**config.mk**
```make
export PLATFORM = sky130hd
export DESIGN_NAME = life_generation_row_stencil
export DESIGN_NICKNAME = d
export VERILOG_FILES = /design/src/rtl/core/lgrs_pkg.sv /design/src/rtl/core/lgrs_front.sv /design/src/rtl/core/lgrs_fifo.sv /design/src/rtl/core/lgrs_back.sv /design/src/rtl/core/life_generation_row_stencil.sv
export VERILOG_INCLUDE_DIRS = /design/src /design/src/rtl/core
export SDC_FILE = /design/constraint.sdc
export NUM_CORES = 2
export LEC_CHECK = 0
export BUFFER_PORTS_ARGS = -buffer_cell sky130_fd_sc_hd__buf_2
export CORE_ASPECT_RATIO = 0.6
export CORE_MARGIN = 4
export CORE_UTILIZATION = 55
export DETAILED_ROUTE_END_ITERATION = 10
export GPL_ROUTABILITY_DRIVEN = 0
export PLACE_DENSITY = 0.72
export SLEW_MARGIN = 20
export SYNTH_ARGS = -nofsm -noshare
export SYNTH_HDL_FRONTEND = slang
export SYNTH_HIERARCHICAL = 1
export SYNTH_SLANG_ARGS = --single-unit
```
**constraint.sdc**
```tcl
create_clock -name i_clk -period 17.85 [get_ports i_clk]
set_input_delay 2.6775 -clock i_clk [delete_from_list [all_inputs] [get_ports i_clk]]
set_output_delay 2.6775 -clock i_clk [all_outputs]
set_load 0.01 [all_outputs]
```
**src/rtl/core/life_generation_row_stencil_macros.svh**
```systemverilog
// assertion macros shared by the life row stencil modules
`ifndef LIFE_GENERATION_ROW_STENCIL_MACROS_SVH
`define LIFE_GENERATION_ROW_STENCIL_MACROS_SVH

// condition holds whenever reset is released
`define LGRS_ASSERT_NOW(lbl, clk, rst_n, cond, msg) \
    lbl: assert property (@(posedge clk) disable iff (!rst_n) (cond)) else $error(msg);

// consequent holds in the same cycle as the antecedent
`define LGRS_ASSERT_IMP(lbl, clk, rst_n, ante, cons, msg) \
    lbl: assert property (@(posedge clk) disable iff (!rst_n) (ante) |-> (cons)) else $error(msg);

// consequent holds in the cycle after the antecedent
`define LGRS_ASSERT_NXT(lbl, clk, rst_n, ante, cons, msg) \
    lbl: assert property (@(posedge clk) disable iff (!rst_n) (ante) |=> (cons)) else $error(msg);

`endif

```
**src/rtl/core/lgrs_pkg.sv**
```systemverilog
// shared constants and the cell rule of the life row stencil
package lgrs_pkg;

    localparam int ROW_WIDTH_DEF = 64;
    localparam int GRID_WIDTH_W  = 7;
    localparam logic [GRID_WIDTH_W-1:0] GRID_WIDTH_RST = 7'd64;
    localparam int QUEUE_DEPTH   = 2;
    localparam int NBR_CNT_W     = 4;

    // birth on three neighbors, survival on two or three
    function automatic logic life_next(input logic alive, input logic [NBR_CNT_W-1:0] cnt);
        return (cnt == 4'd3) || ((cnt == 4'd2) && alive);
    endfunction

endpackage

```
**src/rtl/core/lgrs_front.sv**
```systemverilog
// front end: width register, row history and classification into queue words
module lgrs_front #(
    parameter int ROW_WIDTH = lgrs_pkg::ROW_WIDTH_DEF
) (
    input  logic                                i_clk,
    input  logic                                i_rst_n,
    input  logic                                i_cfg_wr_en,
    input  logic [lgrs_pkg::GRID_WIDTH_W-1:0]   i_cfg_wr_data,
    input  logic                                i_valid,
    input  logic [ROW_WIDTH-1:0]                i_row_cells,
    input  logic                                i_last_row,
    input  logic                                i_full,
    output logic                                o_push,
    output logic [4*ROW_WIDTH+1:0]              o_entry
);

    logic [lgrs_pkg::GRID_WIDTH_W-1:0] r_grid_width;
    logic [ROW_WIDTH-1:0]              r_upper;
    logic [ROW_WIDTH-1:0]              r_middle;
    logic                              r_held;
    logic [ROW_WIDTH-1:0]              col_mask;
    logic [ROW_WIDTH-1:0]              cur;
    logic                              accept;

    // column c in use when c is below the configured width
    always_comb begin
        for (int c = 0; c < ROW_WIDTH; c++) begin
            col_mask[c] = (lgrs_pkg::GRID_WIDTH_W'(c) < r_grid_width);
        end
    end

    assign cur     = i_row_cells & col_mask;
    assign accept  = i_valid && !i_full;
    assign o_push  = accept;
    assign o_entry = {r_upper, r_middle, cur, col_mask, r_held, i_last_row};

    always_ff @(posedge i_clk) begin
        if (!i_rst_n) begin
            r_grid_width <= lgrs_pkg::GRID_WIDTH_RST;
            r_upper      <= '0;
            r_middle     <= '0;
            r_held       <= 1'b0;
        end else begin
            if (i_cfg_wr_en) begin
                r_grid_width <= i_cfg_wr_data;
            end
            if (accept) begin
                if (i_last_row) begin
                    r_upper  <= '0;
                    r_middle <= '0;
                    r_held   <= 1'b0;
                end else begin
                    r_upper  <= r_held ? r_middle : '0;
                    r_middle <= cur;
                    r_held   <= 1'b1;
                end
            end
        end
    end

endmodule

```
**src/rtl/core/lgrs_fifo.sv**
```systemverilog
// small register queue between front and back
`include "life_generation_row_stencil_macros.svh"

module lgrs_fifo #(
    parameter int WIDTH = 8,
    parameter int DEPTH = lgrs_pkg::QUEUE_DEPTH
) (
    input  logic             i_clk,
    input  logic             i_rst_n,
    input  logic             i_push,
    input  logic [WIDTH-1:0] i_data,
    input  logic             i_pop,
    output logic             o_full,
    output logic             o_valid,
    output logic [WIDTH-1:0] o_data
);

    localparam int PTR_W = (DEPTH > 1) ? $clog2(DEPTH) : 1;
    localparam int CNT_W = $clog2(DEPTH + 1);
    localparam logic [PTR_W-1:0] PTR_LAST = PTR_W'(DEPTH - 1);
    localparam logic [CNT_W-1:0] CNT_FULL = CNT_W'(DEPTH);

    logic [WIDTH-1:0] r_mem [DEPTH];
    logic [PTR_W-1:0] r_wr_ptr;
    logic [PTR_W-1:0] r_rd_ptr;
    logic [CNT_W-1:0] r_count;

    assign o_full  = (r_count == CNT_FULL);
    assign o_valid = (r_count != '0);
    assign o_data  = r_mem[r_rd_ptr];

    always_ff @(posedge i_clk) begin
        if (i_push) begin
            r_mem[r_wr_ptr] <= i_data;
        end
    end

    always_ff @(posedge i_clk) begin
        if (!i_rst_n) begin
            r_wr_ptr <= '0;
            r_rd_ptr <= '0;
            r_count  <= '0;
        end else begin
            if (i_push) begin
                r_wr_ptr <= (r_wr_ptr == PTR_LAST) ? '0 : r_wr_ptr + PTR_W'(1);
            end
            if (i_pop) begin
                r_rd_ptr <= (r_rd_ptr == PTR_LAST) ? '0 : r_rd_ptr + PTR_W'(1);
            end
            if (i_push && !i_pop) begin
                r_count <= r_count + CNT_W'(1);
            end else if (i_pop && !i_push) begin
                r_count <= r_count - CNT_W'(1);
            end
        end
    end

    `LGRS_ASSERT_NOW(a_count_bound, i_clk, i_rst_n, r_count <= CNT_FULL, "queue count over depth")
    `LGRS_ASSERT_IMP(a_no_overflow, i_clk, i_rst_n, i_push, !o_full, "push into full queue")
    `LGRS_ASSERT_IMP(a_no_underflow, i_clk, i_rst_n, i_pop, o_valid, "pop from empty queue")

endmodule

```
**src/rtl/core/lgrs_back.sv**
```systemverilog
// back end: neighbor counts, result sequencing and output register
`include "life_generation_row_stencil_macros.svh"

module lgrs_back #(
    parameter int ROW_WIDTH = lgrs_pkg::ROW_WIDTH_DEF
) (
    input  logic                    i_clk,
    input  logic                    i_rst_n,
    input  logic                    i_head_valid,
    input  logic [4*ROW_WIDTH+1:0]  i_head,
    output logic                    o_pop,
    output logic                    o_valid,
    input  logic                    i_stall,
    output logic [ROW_WIDTH-1:0]    o_next_row_cells,
    output logic                    o_last_out
);

    logic [ROW_WIDTH-1:0] h_upper;
    logic [ROW_WIDTH-1:0] h_middle;
    logic [ROW_WIDTH-1:0] h_cur;
    logic [ROW_WIDTH-1:0] h_mask;
    logic                 h_held;
    logic                 h_last;

    logic                 r_phase;
    logic                 r_out_valid;
    logic [ROW_WIDTH-1:0] r_out_cells;
    logic                 r_out_last;

    logic                 out_free;
    logic                 a_pend;
    logic                 fire;
    logic                 emit;
    logic [ROW_WIDTH-1:0] sel_above;
    logic [ROW_WIDTH-1:0] sel_row;
    logic [ROW_WIDTH-1:0] sel_below;
    logic                 sel_last;
    logic [ROW_WIDTH+1:0] pad_above;
    logic [ROW_WIDTH+1:0] pad_row;
    logic [ROW_WIDTH+1:0] pad_below;
    logic [lgrs_pkg::NBR_CNT_W-1:0] nbr_cnt [ROW_WIDTH];
    logic [ROW_WIDTH-1:0] gen_row;

    assign {h_upper, h_middle, h_cur, h_mask, h_held, h_last} = i_head;

    // first result closes the held row, second one the bottom row
    assign out_free = !r_out_valid || !i_stall;
    assign a_pend   = h_held && !r_phase;
    assign fire     = i_head_valid && out_free;
    assign emit     = fire && (a_pend || h_last);
    assign o_pop    = fire && (!a_pend || !h_last);

    always_comb begin
        if (a_pend) begin
            sel_above = h_upper;
            sel_row   = h_middle;
            sel_below = h_cur;
            sel_last  = 1'b0;
        end else begin
            sel_above = h_held ? h_middle : '0;
            sel_row   = h_cur;
            sel_below = '0;
            sel_last  = 1'b1;
        end
    end

    // dead border column on each side
    assign pad_above = {1'b0, sel_above & h_mask, 1'b0};
    assign pad_row   = {1'b0, sel_row   & h_mask, 1'b0};
    assign pad_below = {1'b0, sel_below & h_mask, 1'b0};

    always_comb begin
        for (int c = 0; c < ROW_WIDTH; c++) begin
            nbr_cnt[c] = 4'(pad_above[c]) + 4'(pad_above[c+1]) + 4'(pad_above[c+2])
                       + 4'(pad_row[c]) + 4'(pad_row[c+2])
                       + 4'(pad_below[c]) + 4'(pad_below[c+1]) + 4'(pad_below[c+2]);
            gen_row[c] = h_mask[c] && lgrs_pkg::life_next(pad_row[c+1], nbr_cnt[c]);
        end
    end

    always_ff @(posedge i_clk) begin
        if (emit) begin
            r_out_cells <= gen_row;
            r_out_last  <= sel_last;
        end
    end

    always_ff @(posedge i_clk) begin
        if (!i_rst_n) begin
            r_phase     <= 1'b0;
            r_out_valid <= 1'b0;
        end else begin
            if (fire) begin
                r_phase <= a_pend && h_last;
            end
            if (emit) begin
                r_out_valid <= 1'b1;
            end else if (out_free) begin
                r_out_valid <= 1'b0;
            end
        end
    end

    assign o_valid          = r_out_valid;
    assign o_next_row_cells = r_out_cells;
    assign o_last_out       = r_out_last;

    `LGRS_ASSERT_IMP(a_phase_ctx, i_clk, i_rst_n, r_phase, i_head_valid && h_held && h_last, "second result without a bottom row")
    `LGRS_ASSERT_NXT(a_phase_set, i_clk, i_rst_n, fire && a_pend && h_last, r_phase, "second result not scheduled")
    `LGRS_ASSERT_NXT(a_phase_clr, i_clk, i_rst_n, fire && !a_pend, !r_phase, "phase left set after bottom row")

endmodule

```
**src/rtl/core/life_generation_row_stencil.sv**
```systemverilog
// top level of the life row stencil: front, queue and back
// path: an accepted row is written into the queue, then the back end registers its results in the output register
// throughput: one row per cycle while neither side stalls; a bottom row that also closes a held row
//   gives two results, produced one after the other by the single stencil unit in the back end
// reset (synchronous, active low): clears held rows, queue and output valid, width to 64
// a grid may start in any cycle after reset; no clearing pass is needed
module life_generation_row_stencil #(
    parameter int ROW_WIDTH   = lgrs_pkg::ROW_WIDTH_DEF,
    parameter int QUEUE_DEPTH = lgrs_pkg::QUEUE_DEPTH
) (
    input  logic                              i_clk,
    input  logic                              i_rst_n,
    // configuration: grid width
    input  logic                              i_cfg_wr_en,
    input  logic [lgrs_pkg::GRID_WIDTH_W-1:0] i_cfg_wr_data,
    // input rows
    input  logic                              i_in_valid,
    output logic                              o_in_stall,
    input  logic [ROW_WIDTH-1:0]              i_row_cells,
    input  logic                              i_last_row,
    // output rows
    output logic                              o_out_valid,
    input  logic                              i_out_stall,
    output logic [ROW_WIDTH-1:0]              o_next_row_cells,
    output logic                              o_last_out
);

    // queue word: upper, middle, current row, column mask, held flag, last flag
    localparam int ENTRY_W = 4 * ROW_WIDTH + 2;

    logic               q_push;
    logic [ENTRY_W-1:0] q_wr_data;
    logic               q_pop;
    logic               q_full;
    logic               q_valid;
    logic [ENTRY_W-1:0] q_rd_data;

    // input side stalls only on a full queue, so it waits on the output only once the queue has filled
    assign o_in_stall = q_full;

    // front: keeps the two previous rows and tags each word with the held and last flags
    lgrs_front #(
        .ROW_WIDTH (ROW_WIDTH)
    ) u_front (
        .i_clk         (i_clk),
        .i_rst_n       (i_rst_n),
        .i_cfg_wr_en   (i_cfg_wr_en),
        .i_cfg_wr_data (i_cfg_wr_data),
        .i_valid       (i_in_valid),
        .i_row_cells   (i_row_cells),
        .i_last_row    (i_last_row),
        .i_full        (q_full),
        .o_push        (q_push),
        .o_entry       (q_wr_data)
    );

    // decoupling queue
    lgrs_fifo #(
        .WIDTH (ENTRY_W),
        .DEPTH (QUEUE_DEPTH)
    ) u_fifo (
        .i_clk   (i_clk),
        .i_rst_n (i_rst_n),
        .i_push  (q_push),
        .i_data  (q_wr_data),
        .i_pop   (q_pop),
        .o_full  (q_full),
        .o_valid (q_valid),
        .o_data  (q_rd_data)
    );

    // back: zero, one or two generation rows per word
    lgrs_back #(
        .ROW_WIDTH (ROW_WIDTH)
    ) u_back (
        .i_clk            (i_clk),
        .i_rst_n          (i_rst_n),
        .i_head_valid     (q_valid),
        .i_head           (q_rd_data),
        .o_pop            (q_pop),
        .o_valid          (o_out_valid),
        .i_stall          (i_out_stall),
        .o_next_row_cells (o_next_row_cells),
        .o_last_out       (o_last_out)
    );

endmodule

```
==> qor.yml <==
outcome: "completed"
synth_top_family_by_area: "adder cells"
start_kind: "register"
post_cts_buffers: 0
netlist_instances: 3100
die_h_um: 221
wl_per_cell_um: 22.9
synthMuxAreaShare_pct: 11.8
fin_cells: 4268
synth-edff-count: 581
ys.flop_type: "edfxtp_1"
dp_slack_ns: 11.26
die_width_um: 362
drt_iter0_drc: 2421
holdPathStages: 0
whs_endpoint: "u_fifo/r_mem[1][256]$_DFFE_PP_"
postSynth.asyncResetShare_pct: 0
num_vias: 25174
tightestPinTransition_ns: 1.13
clock_latency_ns: 0.64
holdBufCountCts: 0
vdd_drop_max_mv: 0.106
rr_endpoint: "u_back/o_next_row_cells[34]$_DFFE_PP_"
post-dp-hpwl_mm: 65.7
drt_first_pass_iters: 6
netlist_area_um2: 41400
crit_arrival_ns: 6.93
clk_pin_slew_ns: 0.07
min_period_over_period_pct: 36.8
hold_violations: 0
yosysWarningCount: 6
port_buffers: 143
antenna_found_initial: 1
core-area_um2: 74100
yosysUniqueCellTypes: 76
worstPathRequired_ns: 18.22
holdWs_ns: 0.455
viasPerCell: 5.90
setup_slack_ns: 11.29
syn_area_per_cell_um2: 13.4
leakage_nw: 19.3
grt_pass1_wl_mm: 150
drcViolationCount: 0
clock_path_buffers: 3
synth-xor-area-share_pct: 0.0635
ant_nets: 0
num_rows: 77
yosysSeqAreaShare_pct: 49.1
fill_cells: 5556
totalNegativeSetupSlack_ns: 0
cts_tree: "built"
htree_levels: 3
grt_use_total_pct: 24.6
crit_path_max_fanout: 117
wl_mm: 97.8
grt_max_degree: 164
power_density_nw_per_um2: 170
ys_ff_latch: 724
finalPower_mw: 7.70
synth-simple-area-share_pct: 8.68
grt-ovfl-total: 0
maxCapViolations: 0
cts.sinks: 724
crit_type: "register to register"
hp-start: "u_front/r_upper[62]$_SDFFE_PN0P_"
cts-resized-gates: 0
report.final.slew_viol_count: 0
r2r.worst_path.cells: 15
numCtsBuffers: 70
cp-end-kind: "register"
cts-root-buf: "clkbuf_16"
num_io_pins: 144
rsz0062_at_grt: "false"
setup_violations: 0
synth_nets: 3618
period_needed_ns: 6.56
fmax_mhz: 152
hp-class: "register to register"
synth_compound_area_share_pct: 6.75
r2r_slack_ns: 11.29
drive_gt1_share_pct: 20.7
syn2layout_area_growth_pct: 9.25
start_util_pct: 55.9
grt_pass1_vias: 26109
place_inst: 4137
die-area_um2: 79900
synthAdderAreaFrac_pct: 17.9
finalClockSkew_ns: 0.0260
fin_nets: 3742
relSlewSlack_pct: 24.7
==> layer usage <==
layer	GRT usage, %	vias up	share of wire, %
met1	35.0	12779	44
met2	37.8	968	45
met3	5.93	163	9.2
li1	-	11264	-
met4	7.37	0	2.7
met5	0	-	0
==> cell usage after synthesis, types with 8 or more instances <==
master      n  area share, %
buf_4      15           0.27
and4b_1    21           0.51
a21o_1      8           0.15
a21oi_1   100            1.2
nor2b_1    83            1.3
a22oi_1    64            1.2
fa_1      252             12
mux2_4    201            7.3
nand3_1    75           0.91
edfxtp_1  581             42
o221a_2    36           0.98
a31oi_1    25           0.38
nor2_1     87           0.79
a32o_1     34           0.82
ha_1      189            5.7
and3_1    104            1.6
buf_6      32           0.87
and2_1    102            1.5
clkbuf_1   28           0.25
mux2_2    120            3.3
o21ai_0    23           0.28
buf_2      41           0.50
nand2_1   142            1.3
a22o_1     14           0.30
dfxtp_1   143            6.9
mux2i_1    50            1.2
inv_1     412            3.7
a211oi_1   25           0.45
==> cell usage in the layout, fill, tap and decap left out, types with 6 or more instances in the layout <==
cell type,synthesis,routed
fa_1,252,252
a32o_1,34,34
mux2_4,201,201
mux2i_1,50,50
edfxtp_1,581,581
nand2_1,142,142
dfxtp_1,143,140
inv_1,412,412
mux2_2,120,120
bufinv_16,0,7
clkbuf_16,0,71
a21o_1,8,8
nor2b_1,83,82
clkinv_2,0,8
a22o_1,14,14
nand3_1,75,75
ha_1,189,189
inv_6,0,8
and2_1,102,100
buf_2,41,143
a31oi_1,25,25
and4b_1,21,21
o221a_2,36,36
nor2_1,87,86
o21ai_0,23,22
clkinv_4,0,6
clkinv_1,0,6
a22oi_1,64,64
buf_4,15,25
a211oi_1,25,25
and3_1,104,104
a21oi_1,100,99
clkbuf_1,28,8
==> layout make-up <==
class	instances	area (um2)	share of cell area, %
inverter	416	1560	3.45
multi-input combinational	1839	18700	41.4
clock inverter	43	479	1.06
clock buffer	84	1880	4.15
sequential	724	20300	44.9
tap	987	1230	2.73
antenna	2	5.00	0.0111
timing repair buffer	173	1020	2.25
==> worst max path at each step <==
stage                                             to  depth (start not counted)  startpoint  slack (ns)
2_1_floorplan           u_fifo/r_wr_ptr$_SDFFE_PN0P_                          7  i_in_valid        2.27
3_3_place_gp   u_back/o_next_row_cells[25]$_DFFE_PP_                         14    register       11.40
3_5_place_dp   u_back/o_next_row_cells[30]$_DFFE_PP_                         15    register       11.26
4_1_cts        u_back/o_next_row_cells[34]$_DFFE_PP_                         15    register       11.23
5_1_grt        u_back/o_next_row_cells[34]$_DFFE_PP_                         14    register       10.95
6_report       u_back/o_next_row_cells[34]$_DFFE_PP_                         15    register       11.29
==> cell families (layout without fill, tap and decap cells) <==
| logic type | count (synthesis) | after routing |
|---|---|---|
| flip-flops | 724 | 724 |
| AO/OA/AOI/OAI | 375 | 375 |
| other | 0 | 2 |
| buffers and inverters | 537 | 716 |
| XOR/XNOR | 3 | 3 |
| adder cells (fa/ha/maj) | 441 | 441 |
| AND/OR/NAND/NOR | 649 | 649 |
| multiplexers | 371 | 371 |
==> state kept, by name, summed over array words and instances (netlist names), named ones only <==
| register | flops |
|---|---|
| u_back/r_phase | 1 |
| u_front/r_upper | 64 |
| u_back/o_next_row_cells | 64 |
| u_fifo/r_wr_ptr | 1 |
| u_fifo/r_count | 2 |
| u_front/r_grid_width | 7 |
| u_back/o_valid | 1 |
| u_fifo/r_rd_ptr | 1 |
| u_front/r_middle | 64 |
| u_front/r_held | 1 |
| u_back/o_last_out | 1 |
| u_fifo/r_mem | 516 |
==> where the power goes <==
group | switching, mW | internal, mW
sequential | 0.108 | 2.19
combinational | 2.18 | 1.68
clock | 0.675 | 0.866
total | 2.97 | 4.74
==> per-stage QoR <==
stage	util [%]	area, um2
after floorplan	-	41400
after global placement	57.8	42800
final	61.1	45200
after detailed placement	57.8	42800
after global routing	61.0	45200
after CTS	61.0	45200
==> critical path, stage by stage, from the launching register on <==
cell      delay [ns]
dfxtp_4         1.00
buf_12          0.65
buf_4           0.89
mux2_2          0.42
mux2_2          0.26
and3_1          0.21
inv_1           0.12
fa_1            0.44
fa_1            0.50
inv_1           0.07
fa_1            0.49
ha_1            0.25
fa_1            0.40
and2_1          0.17
a21oi_1         0.15
a211oi_1        0.06
Power figures use the tool's default switching activity.
